<file path="src/hw/rtl/tcse_pkg.sv">
// Package for the TCP connection state engine: table size, state codes,
// flag codes and the command and status structs between control and datapath.
`timescale 1ns / 1ps
package tcse_pkg;
	localparam int MaxConnections = 8;
	localparam int IdxW = (MaxConnections > 1) ? $clog2(MaxConnections) : 1;
	localparam int CntW = $clog2(MaxConnections + 1);
	localparam logic [31:0] InitWindow = 32'd1024;

	localparam logic [3:0] S_CLOSED = 4'd0;
	localparam logic [3:0] S_LISTEN = 4'd1;
	localparam logic [3:0] S_SYN_SENT = 4'd2;
	localparam logic [3:0] S_SYN_RCVD = 4'd3;
	localparam logic [3:0] S_ESTAB = 4'd4;
	localparam logic [3:0] S_FIN_WAIT_1 = 4'd5;
	localparam logic [3:0] S_FIN_WAIT_2 = 4'd6;
	localparam logic [3:0] S_CLOSE_WAIT = 4'd7;
	localparam logic [3:0] S_CLOSING = 4'd8;
	localparam logic [3:0] S_LAST_ACK = 4'd9;
	localparam logic [3:0] S_TIMED_WAIT = 4'd10;

	localparam logic [4:0] F_RST = 5'h04;
	localparam logic [4:0] F_ACK = 5'h10;
	localparam logic [4:0] F_SYNACK = 5'h12;

	localparam logic [1:0] ST_OK = 2'd0;
	localparam logic [1:0] ST_CKSUM = 2'd1;
	localparam logic [1:0] ST_NOCONN = 2'd2;
	localparam logic [1:0] ST_FULL = 2'd3;

	typedef struct packed {
		logic load;
		logic scan_start;
		logic [CntW-1:0] scan_idx;
		logic commit;
	} cmd_t;

	typedef struct packed {
		logic exact_hit;
		logic listen_hit;
		logic closed_hit;
	} stat_t;
endpackage

</file>
<file path="src/hw/rtl/tcse_ctrl.sv">
// Controller for the TCP connection state engine: sequences one scan over
// all slots and a commit step. Depends on tcse_pkg.
`timescale 1ns / 1ps
module tcse_ctrl (
	input logic clk,
	input logic arst_n,
	input logic start,
	output logic busy,
	output tcse_pkg::cmd_t cmd
);
	typedef enum logic [1:0] {IDLE, SCAN, COMMIT} state_t;
	state_t state_q;
	logic [tcse_pkg::CntW-1:0] idx_q;

	always_comb begin
		cmd.load = (state_q == IDLE) && start;
		cmd.scan_start = (state_q == SCAN) && (idx_q == '0);
		cmd.scan_idx = idx_q;
		cmd.commit = (state_q == COMMIT);
		busy = (state_q != IDLE);
	end

	always_ff @(posedge clk or negedge arst_n) begin
		if (!arst_n) begin
			state_q <= IDLE;
			idx_q <= '0;
		end else begin
			case (state_q)
				IDLE: begin
					idx_q <= '0;
					if (start) state_q <= SCAN;
				end
				SCAN: begin
					if (idx_q == tcse_pkg::CntW'(tcse_pkg::MaxConnections - 1))
						state_q <= COMMIT;
					idx_q <= idx_q + 1'b1;
				end
				COMMIT: state_q <= IDLE;
				default: state_q <= IDLE;
			endcase
		end
	end
endmodule

</file>
<file path="src/hw/rtl/tcse_dp.sv">
// Datapath for the TCP connection state engine: slot table, scan results and
// the state step with result registers. Depends on tcse_pkg.
`timescale 1ns / 1ps
module tcse_dp (
	input logic clk,
	input logic arst_n,
	input tcse_pkg::cmd_t cmd,
	input logic action,
	input logic checksum_ok,
	input logic [31:0] remote_addr,
	input logic [15:0] remote_port,
	input logic [15:0] local_port,
	input logic [31:0] seq_num,
	input logic [31:0] ack_num,
	input logic [15:0] window,
	input logic [7:0] tcp_flags,
	output logic done,
	output logic [1:0] status,
	output logic [2:0] slot,
	output logic [4:0] send_flags,
	output logic [31:0] reply_seq,
	output logic [31:0] reply_ack,
	output logic [3:0] new_state,
	output logic accepted
);
	localparam int N = tcse_pkg::MaxConnections;
	localparam int W = tcse_pkg::IdxW;

	logic [3:0] cst_q [N];
	logic [15:0] oport_q [N];
	logic [15:0] pport_q [N];
	logic [31:0] paddr_q [N];
	logic [31:0] oseq_q [N];
	logic [31:0] ats_q [N];
	logic [31:0] slim_q [N];
	logic [2:0] par_q [N];
	logic [N-1:0] acct_q;

	logic act_q, ck_q;
	logic [31:0] raddr_q, seq_q, ackn_q;
	logic [15:0] rport_q, lport_q, win_q;
	logic [7:0] fl_q;
	logic ex_v_q, li_v_q, cl_v_q;
	logic [W-1:0] ex_i_q, li_i_q, cl_i_q;

	logic [W-1:0] si;
	assign si = cmd.scan_idx[W-1:0];

	always_ff @(posedge clk) begin
		if (cmd.load) begin
			act_q <= action;
			ck_q <= checksum_ok;
			raddr_q <= remote_addr;
			rport_q <= remote_port;
			lport_q <= local_port;
			seq_q <= seq_num;
			ackn_q <= ack_num;
			win_q <= window;
			fl_q <= tcp_flags;
		end
	end

	logic e_m, l_m, c_m;
	assign e_m = oport_q[si] == lport_q && pport_q[si] == rport_q && paddr_q[si] == raddr_q;
	assign l_m = oport_q[si] == lport_q && cst_q[si] == tcse_pkg::S_LISTEN;
	assign c_m = cst_q[si] == tcse_pkg::S_CLOSED;

	always_ff @(posedge clk) begin
		if (cmd.scan_start) begin
			ex_v_q <= e_m; ex_i_q <= si;
			li_v_q <= l_m; li_i_q <= si;
			cl_v_q <= c_m; cl_i_q <= si;
		end else if (!cmd.load && !cmd.commit && !done) begin
			if (!ex_v_q && e_m) begin ex_v_q <= 1'b1; ex_i_q <= si; end
			if (!li_v_q && l_m) begin li_v_q <= 1'b1; li_i_q <= si; end
			if (!cl_v_q && c_m) begin cl_v_q <= 1'b1; cl_i_q <= si; end
		end
	end

	// Step logic evaluated in the commit cycle.
	logic fin, syn, ack;
	assign fin = fl_q[0];
	assign syn = fl_q[1];
	assign ack = fl_q[4];

	logic [1:0] r_st;
	logic [4:0] r_fl;
	logic [31:0] r_seq, r_ack;
	logic r_acc, r_has;
	logic [W-1:0] s, p, m;
	logic [3:0] st, ns;
	logic [31:0] nats;
	logic wr_sel, wr_child, wr_listen, wr_acc, fixed;

	always_comb begin
		r_st = tcse_pkg::ST_OK;
		r_fl = '0;
		r_seq = '0;
		r_ack = '0;
		r_acc = 1'b0;
		r_has = 1'b0;
		s = '0;
		st = '0;
		ns = '0;
		nats = '0;
		wr_sel = 1'b0;
		wr_child = 1'b0;
		wr_listen = 1'b0;
		wr_acc = 1'b0;
		fixed = 1'b0;
		m = ex_v_q ? ex_i_q : li_i_q;
		p = par_q[m][W-1:0];
		if (act_q) begin
			if (!cl_v_q) begin
				r_st = tcse_pkg::ST_FULL;
				r_has = 1'b1;
			end else begin
				s = cl_i_q;
				wr_listen = 1'b1;
				r_has = 1'b1;
				ns = tcse_pkg::S_LISTEN;
			end
		end else if (!ck_q) begin
			r_st = tcse_pkg::ST_CKSUM;
		end else if (!ex_v_q && !li_v_q) begin
			r_st = tcse_pkg::ST_NOCONN;
		end else begin
			s = m;
			st = cst_q[s];
			ns = st;
			nats = ats_q[s];
			r_has = 1'b1;
			case (st)
				tcse_pkg::S_CLOSED: r_fl = tcse_pkg::F_RST;
				tcse_pkg::S_LISTEN: begin
					if (syn) begin
						if (!cl_v_q) r_st = tcse_pkg::ST_FULL;
						else begin
							wr_child = 1'b1;
							s = cl_i_q;
							ns = tcse_pkg::S_SYN_RCVD;
							r_fl = tcse_pkg::F_SYNACK;
							r_seq = 32'd1;
							r_ack = seq_q + 32'd1;
							fixed = 1'b1;
						end
					end
				end
				tcse_pkg::S_SYN_SENT: begin
					if (syn) begin
						wr_sel = 1'b1;
						nats = seq_q + 32'd1;
						if (ack) begin
							ns = fin ? tcse_pkg::S_CLOSE_WAIT : tcse_pkg::S_ESTAB;
							if (fin) nats = seq_q + 32'd2;
							r_fl = tcse_pkg::F_ACK;
						end else begin
							ns = tcse_pkg::S_SYN_RCVD;
							r_fl = tcse_pkg::F_SYNACK;
						end
					end
				end
				tcse_pkg::S_SYN_RCVD: begin
					if (ack) begin
						wr_sel = 1'b1;
						ns = tcse_pkg::S_ESTAB;
						if (fin) begin
							ns = tcse_pkg::S_CLOSE_WAIT;
							nats = ats_q[s] + 32'd1;
							r_fl = tcse_pkg::F_ACK;
						end
						if ((32'(par_q[s]) < 32'(N)) && !acct_q[p]) begin
							wr_acc = 1'b1;
							r_acc = 1'b1;
						end
					end
				end
				tcse_pkg::S_ESTAB, tcse_pkg::S_FIN_WAIT_2: begin
					if (fin) begin
						wr_sel = 1'b1;
						ns = (st == tcse_pkg::S_ESTAB) ? tcse_pkg::S_CLOSE_WAIT
							: tcse_pkg::S_TIMED_WAIT;
						nats = ats_q[s] + 32'd1;
						r_fl = tcse_pkg::F_ACK;
					end
				end
				tcse_pkg::S_FIN_WAIT_1: begin
					wr_sel = fin || ack;
					if (fin) begin
						ns = ack ? tcse_pkg::S_TIMED_WAIT : tcse_pkg::S_CLOSING;
						nats = ats_q[s] + 32'd1;
						r_fl = tcse_pkg::F_ACK;
					end else if (ack) ns = tcse_pkg::S_FIN_WAIT_2;
				end
				tcse_pkg::S_LAST_ACK: begin
					if (ack) begin
						wr_sel = 1'b1;
						ns = tcse_pkg::S_CLOSED;
					end
				end
				default: ;
			endcase
			if (r_fl != '0 && r_fl != tcse_pkg::F_RST && !fixed) begin
				r_seq = oseq_q[s];
				r_ack = nats;
			end
		end
	end

	logic slim_upd;
	assign slim_upd = r_st == tcse_pkg::ST_OK && !act_q && (ns == tcse_pkg::S_ESTAB
		|| ns == tcse_pkg::S_FIN_WAIT_1 || ns == tcse_pkg::S_FIN_WAIT_2
		|| ns == tcse_pkg::S_CLOSE_WAIT);

	always_ff @(posedge clk or negedge arst_n) begin
		if (!arst_n) begin
			for (int i = 0; i < N; i++) begin
				cst_q[i] <= tcse_pkg::S_CLOSED;
				oport_q[i] <= '0;
				pport_q[i] <= '0;
				paddr_q[i] <= '0;
				oseq_q[i] <= '0;
				ats_q[i] <= '0;
				slim_q[i] <= '0;
				par_q[i] <= '0;
			end
			acct_q <= '0;
			done <= 1'b0;
		end else begin
			done <= cmd.commit;
			if (cmd.commit) begin
				if (wr_listen || wr_child) begin
					cst_q[s] <= ns;
					oport_q[s] <= lport_q;
					pport_q[s] <= wr_child ? rport_q : 16'd0;
					paddr_q[s] <= wr_child ? raddr_q : 32'd0;
					oseq_q[s] <= wr_child ? 32'd2 : 32'd0;
					ats_q[s] <= wr_child ? seq_q + 32'd1 : 32'd0;
					slim_q[s] <= wr_child ? 32'd1 + tcse_pkg::InitWindow : 32'd0;
					par_q[s] <= wr_child ? 3'(m) : 3'd0;
					acct_q[s] <= 1'b0;
				end
				if (wr_sel) begin
					cst_q[s] <= ns;
					ats_q[s] <= nats;
				end
				if (slim_upd) slim_q[s] <= ackn_q + {16'd0, win_q};
				if (wr_acc) acct_q[p] <= 1'b1;
			end
		end
	end

	always_ff @(posedge clk) begin
		if (cmd.commit) begin
			status <= r_st;
			slot <= r_has ? 3'(s) : 3'd0;
			send_flags <= r_fl;
			reply_seq <= (r_fl != '0) ? r_seq : 32'd0;
			reply_ack <= (r_fl != '0) ? r_ack : 32'd0;
			new_state <= r_has ? ns : 4'd0;
			accepted <= r_acc;
		end
	end
endmodule

</file>
<file path="src/hw/rtl/tcp_connection_state_engine.sv">
// Top level of the TCP connection state engine: joins controller and datapath.
// Depends on tcse_pkg, tcse_ctrl and tcse_dp.
//
//  channel   handshake        payload
//  item in   start / busy     action .. tcp_flags
//  result    done (strobe)    status .. accepted
//
// An item is scanned slot by slot through the table compare logic in the SCAN
// state, then passes the COMMIT state, then done pulses.
// busy stays high from the transfer until the result appears.
// Reset clears every slot to CLOSED with zero fields. The receiver cannot stall.
`timescale 1ns / 1ps
module tcp_connection_state_engine (
	input logic clk,
	input logic arst_n,
	input logic start,
	output logic busy,
	input logic action,
	input logic checksum_ok,
	input logic [31:0] remote_addr,
	input logic [15:0] remote_port,
	input logic [15:0] local_port,
	input logic [31:0] seq_num,
	input logic [31:0] ack_num,
	input logic [15:0] window,
	input logic [7:0] tcp_flags,
	output logic done,
	output logic [1:0] status,
	output logic [2:0] slot,
	output logic [4:0] send_flags,
	output logic [31:0] reply_seq,
	output logic [31:0] reply_ack,
	output logic [3:0] new_state,
	output logic accepted
);
	tcse_pkg::cmd_t cmd;
	logic busy_c;

	tcse_ctrl u_ctrl (.clk(clk), .arst_n(arst_n), .start(start), .busy(busy_c), .cmd(cmd));
	assign busy = busy_c;

	tcse_dp u_dp (
		.clk(clk), .arst_n(arst_n), .cmd(cmd),
		.action(action), .checksum_ok(checksum_ok), .remote_addr(remote_addr),
		.remote_port(remote_port), .local_port(local_port), .seq_num(seq_num),
		.ack_num(ack_num), .window(window), .tcp_flags(tcp_flags),
		.done(done), .status(status), .slot(slot), .send_flags(send_flags),
		.reply_seq(reply_seq), .reply_ack(reply_ack), .new_state(new_state),
		.accepted(accepted)
	);
endmodule
</file>
<file path="config.mk">
export PLATFORM = sky130hd
export DESIGN_NAME = tcp_connection_state_engine
export DESIGN_NICKNAME = d
export VERILOG_FILES = /design/src/hw/rtl/tcse_pkg.sv /design/src/hw/rtl/tcse_ctrl.sv /design/src/hw/rtl/tcse_dp.sv /design/src/hw/rtl/tcp_connection_state_engine.sv
export SDC_FILE = /design/constraint.sdc
export NUM_CORES = 2
export LEC_CHECK = 0
export ABC_AREA = 0
export BUFFER_PORTS_ARGS = -buffer_cell sky130_fd_sc_hd__buf_4
export CAP_MARGIN = 15
export CORE_MARGIN = 5
export CORE_UTILIZATION = 30
export CTS_CLUSTER_DIAMETER = 120
export DETAILED_ROUTE_END_ITERATION = 12
export SLEW_MARGIN = 5
export SYNTH_ARGS = -nofsm -noshare
export SYNTH_HDL_FRONTEND = slang
export SYNTH_SLANG_ARGS = --single-unit
</file>
<file path="constraint.sdc">
create_clock -name clk -period 16.9 [get_ports clk]
set_clock_uncertainty 0.2 [all_clocks]
set_input_delay 0.845 -clock clk [delete_from_list [all_inputs] [get_ports clk]]
set_output_delay 0.845 -clock clk [all_outputs]
set_load 0.01 [all_outputs]
</file>
### Yosys cells after proc, flatten, opt, wreduce, memory -nomap -nowiden

Index checks and enable logic that the tools add are counted.

* add/sub/neg operators: 4
* magnitude comparators: 9
* equal/unequal tests: 17
* muxes and demuxes: 173
* bitwise gates (word level): 9
* reductions and logical operators: 46

Operator list (count)
* bitwise mux 256 bit: 4
* two-way mux 32 bit: 26
* two-way mux 256 bit: 3
* binary-select mux 32 bit (select 3 bit): 3
* bitwise mux 128 bit: 2
* binary-select mux 16 bit (select 3 bit): 2
* demux 32 bit (select 3 bit): 1
* two-way mux 16 bit: 6
* one-hot mux 32 bit (3 select lines): 1
* two-way mux 3 bit: 25
* two-way mux 4 bit: 17
* adder 32 x 1 -> 32 bit, second input constant: 2
* bitwise mux 32 bit: 2
* two-way mux 5 bit: 11
* demux 16 bit (select 3 bit): 1
* two-way mux 1 bit: 40
* adder 32 x 2 -> 32 bit, second input constant: 1
* equality test 16 bit: 2
* equality test 32 bit: 1
* one-hot mux 5 bit (5 select lines): 1
* binary-select mux 4 bit (select 3 bit): 2
* bitwise mux 24 bit: 1
* two-way mux 2 bit: 12
* two-way mux 8 bit: 3
* 38 further kinds: 89

* register bits: 1289
* bits of input ports: 157
* output and inout port bits: 81

### Longest topological paths before layout

* depth in word-level cells: 23
* gate-level depth with buffers: 17
* depth with buffers taken out: 13

### By module

A second synthesis with hierarchy kept.

* cell total of the unflattened synthesis: 4911
* area total of the unflattened synthesis: 49641.4 um^2

Modules (own cells, without submodules)
* tcse_dp: times used 1, cells an instance 4877, area each 49298.5 um^2
* tcse_ctrl: times used 1, cells an instance 34, area each 342.8 um^2

### Worst setup path after synthesis

Ideal clock, no wire load.

* kind: register to register
* start: register u_ctrl.state_q[1]
* end: register u_dp.ex_i_q[0] (enable)
* arrival: 5.926 ns
* path slack: 10.520 ns
* cell stages (with the launch flop): 6
* buffers on the path: 1
* clock period less this slack: 6.380 ns
* cells stage by stage: dfrtp_1 > clkbuf_1 > or2_2 > nor2_1 > nor3_1 > a31o_2

RTL lines
* from (decl): line tcse_ctrl.sv:12 `state_t state_q;`
* from (signal assigned): line tcse_ctrl.sv:25 `state_q <= IDLE;`
* from (signal assigned): line tcse_ctrl.sv:31 `if (start) state_q <= SCAN;`
* from (signal assigned): line tcse_ctrl.sv:35 `state_q <= COMMIT;`
* to (signal assigned): line tcse_dp.sv:70 `ex_v_q <= e_m; ex_i_q <= si;`
* to (decl): line tcse_dp.sv:44 `logic [W-1:0] ex_i_q, li_i_q, cl_i_q;`

### Final worst setup path

* start: register u_dp.ex_i_q[0]
* end: register u_dp.paddr_q[16] in the netlist's numbering

* word-level cells in the longest chain between the ends: 19

RTL lines
* two-way mux 3 bit (*): line tcse_dp.sv:111 `m = ex_v_q ? ex_i_q : li_i_q;`
* NOT 3 -> 4 bit (not written as such): line tcse_dp.sv:129 `st = cst_q[s];`
* binary-select mux 4 bit (select 3 bit): line tcse_dp.sv:129
* two-way mux 4 bit (not written as such) (2 in series): line tcse_dp.sv:129
* equality test 4 x 1 -> 1 bit: line tcse_dp.sv:133 `case (st)`
* two-way mux 3 bit: line tcse_dp.sv:133
* two-way mux 3 bit: line tcse_dp.sv:125 `end else if (!ex_v_q && !li_v_q) begin`
* two-way mux 3 bit: line tcse_dp.sv:123 `end else if (!ck_q) begin`
* [2 not listed]
* two-way mux 3 bit: line tcse_dp.sv:123
* two-way mux 3 bit: line tcse_dp.sv:113 `if (act_q) begin`
* NOT 3 -> 4 bit: line tcse_dp.sv:236 `paddr_q[s] <= wr_child ? raddr_q : 32'd0;`
* >= comparator 4 bit (not written as such) or < comparator 4 x 1 -> 1 bit (tied branches): line tcse_dp.sv:236
* logical AND 1 bit (not written as such): line tcse_dp.sv:236
* two-way mux 32 bit: line tcse_dp.sv:236
* demux 32 bit (select 3 bit): line tcse_dp.sv:236
* bitwise mux 256 bit: line tcse_dp.sv:236
* to (signal, indexed assignment): line tcse_dp.sv:236
* to (decl): line tcse_dp.sv:32 `logic [31:0] paddr_q [N];`

Mark *: on every way between the ends. The rest lies on a longest branch, timed or not. The select of a mux whose other input is x is not followed.
A chain may end at the register's enable or synchronous reset.

==> metrics <==
Clk pwr share=32.3%; Seq pwr share=36.3%; IO Count=238; CP Launch Point=u_dp.ex_i_q[0]; Slew Limit Fails=0; first-pass GRT wire length=256000 um; startpoint types=register; final worst path period share=43.8%; Reg area=26000 sq um; top post-synthesis cells by area=dfrtp_1 43%, edfxtp_1 9.7%, nand2_1 8.0%; Die Area=174000 sq um; wire per inst=24.2 um; maximum clock frequency=135 MHz; reg2reg setup slack=9490 ps; Sw Share=38.2%; Leak=22.9 nW; most frequent cells after synthesis=1056 x nand2_1, 847 x dfrtp_1, 590 x o21ai_0, 239 x clkbuf_1, 187 x nor2_1; worst vdd ir=0.000110 V; Design Power=7.59 mW; clock-pin slew on the worst setup and hold paths=60 ps; Net Switching=2.90 mW; Residual DRC=0; relative slew slack=10.6%; core area=165000 sq um; Synth area leader=dfrtp_1; total gr overflow=0; worst endpoint required time=17260 ps; Synth Flop Type=dfrtp_1; yosys warns=0; # Post-CTS Setup Buffers=0; number of enable flip-flop cells after synthesis=160; endpoints failing hold=0; synthesized cell area=49700 sq um; worst-margin pin slew=1340 ps; unrepaired setup endpoints after global routing=false; initial antenna violation count=5; initial core utilization=30.1%; Layout area overhead=13.8%; Global Route Usage Sum=19.2%; Core Util, Final=34.3%; initial drt markers=4711; Num CTS Buffers=110; Critical Path AT=7770 ps; PD cells=134 nW/um^2; Vias=39700; Tightest Hold Check Type=input pin to register; Core Rows=149; routability cong.=0.970; crit end category=register; P_int=4.69 mW; Final ANT Viol Nets=0; count leader, synth=nand2_1; Mapped Avg Cell Area=10.3 sq um; routed vias/inst=5.61; Crit Path Class=register to register; Post-CTS Hold Fix Bufs=1; top-area cell type share of the netlist area=42.7%; Synth Instances=4804; Die X=417 um; post-CTS resize count=0; vias in the first global route=38800; R2R cell count=15; clk root buf=clkbuf_16; Reg-to-Reg Start=u_dp.ex_i_q[0]; area of the multi-input gates=22000 sq um; hold path startpoint=seq_num[3]; # nets final=4965; post-synthesis async set-or-reset flop share=84.1%; status=finished, final reports clean; Logic pwr share=31.4%; DRT Pass-1 Iters=6; H-tree depth=3; CTS tree=yes; Clk Latency, worst-skew pair=760 ps; clock sink total=1007; Seq/Total Area, Yosys=52.3%; post-DP HPWL=107000 um; CP Max Fanout=67; minimum clock period after layout=7410 ps; layout cell share with drive strength beyond 1=15.1%; drt total wl=171000 um; Die Span Y=417 um; post-synthesis cell type count=105; worst r2r dst=u_dp.paddr_q[16]; CTS Buffer Depth=3; max_cap viols=0; crit path capture=u_dp.paddr_q[16]; Port-buffer cells=152; #FFs+latches synth=1007; largest net degree at the start of global routing=200; setup TNS=0 ps; Finish-stage setup viols=0; filler cell count in the final layout=16500
## how the worst min path moves through the flow
stage | end | slack [ps] | depth (start not counted)
finish | u_dp.seq_q[3] | 60 | 1
global route | u_dp.seq_q[3] | 20 | 1
CTS | u_dp.seq_q[3] | 8 | 1
detailed placement | u_dp.oport_q[90] | 260 | 2
global placement | u_dp.ats_q[36] | 250 | 2
floorplan | u_dp.ats_q[183] | 240 | 2
## worst max-delay path, cell delays in order (launching register included)
cell,delay (ps)
edfxtp_1,320
buf_4,590
mux2_4,760
buf_4,920
nand2_1,200
a32oi_1,620
a21oi_1,170
nand4_1,440
a21oi_1,250
a211oi_2,820
buf_4,320
nand2_4,340
buf_4,500
buf_4,420
nand2_1,130
o21ai_0,80
## power by group through the flow
stage	clock, mW	combinational [mW]	sequential [mW]
after floorplan	0	1.49	2.69
after global placement	0	2.29	2.79
after detailed placement	0	2.30	2.80
after CTS	2.50	2.31	2.75
after global routing	2.60	2.47	2.77
final	2.45	2.38	2.75
## through the flow
| step | worst slack, ps | hold slack, ps | cell area, sq um | cells |
|---|---|---|---|---|
| global placement | 9890 | 252 | 52800 | 6875 |
| global route | 9370 | 19.0 | 56500 | 7084 |
| detailed placement | 9800 | 259 | 52800 | 6875 |
| floorplan | 10520 | 239 | 49800 | 4835 |
| finish | 9490 | 60.5 | 56500 | 7085 |
| CTS | 9760 | 8.15 | 56500 | 7080 |
## metal layers
layer  GRT usage, %  wire length (um)  up-vias
met5              0                 9        -
li1               -                 -    17300
met1           25.5             69400    19900
met3           4.25             15400      516
met2           29.1             75700     2027
met4           10.5             10600        2
## cells in the final DEF, fill, tap and decap left out, types with 105 or more instances in the layout
master     instances
nand2_1         1049
dfrtp_1          844
o21ai_0          590
buf_4            242
nor2_1           182
edfxtp_1         160
mux4_2           139
a21oi_1          124
mux2i_1          111
clkbuf_16        111
xnor2_1          105
## area by class of cell
type,count,area share [%]
Inverter,38,0.259
Clock inverter,47,0.994
Sequential cell,1007,46.0
Clock buffer,157,5.52
Multi-Input combinational cell,3397,38.9
Timing Repair Buffer,249,3.42
Tap cell,2189,4.84
Antenna cell,1,0.00443
## sequential cells by signal, summed over array words and instances, names as in the netlist, 4 cells and up
name and cells:
u_dp.lport_q 16, u_dp.ats_q 256, u_dp.cst_q 32, u_dp.acct_q 8, u_dp.raddr_q 32, u_dp.pport_q 128
u_dp.reply_ack 32, u_dp.seq_q 32, u_dp.rport_q 16, u_dp.oport_q 128, u_dp.paddr_q 256, u_ctrl.idx_q 4
u_dp.new_state 4, u_dp.oseq_q 8, u_dp.par_q 24
## cell families after synthesis
| kind of cell | share of synthesized area, % |
|---|---|
| mux | 11.5 |
| xor+xnor | 2.36 |
| buf+inv | 3.82 |
| simple gates | 13.4 |
| compound gates | 16.5 |
| fa+ha+maj | 0.126 |
| other cells | 0.00755 |
| flops | 52.3 |
No activity file was read; power rests on OpenSTA's default activity.
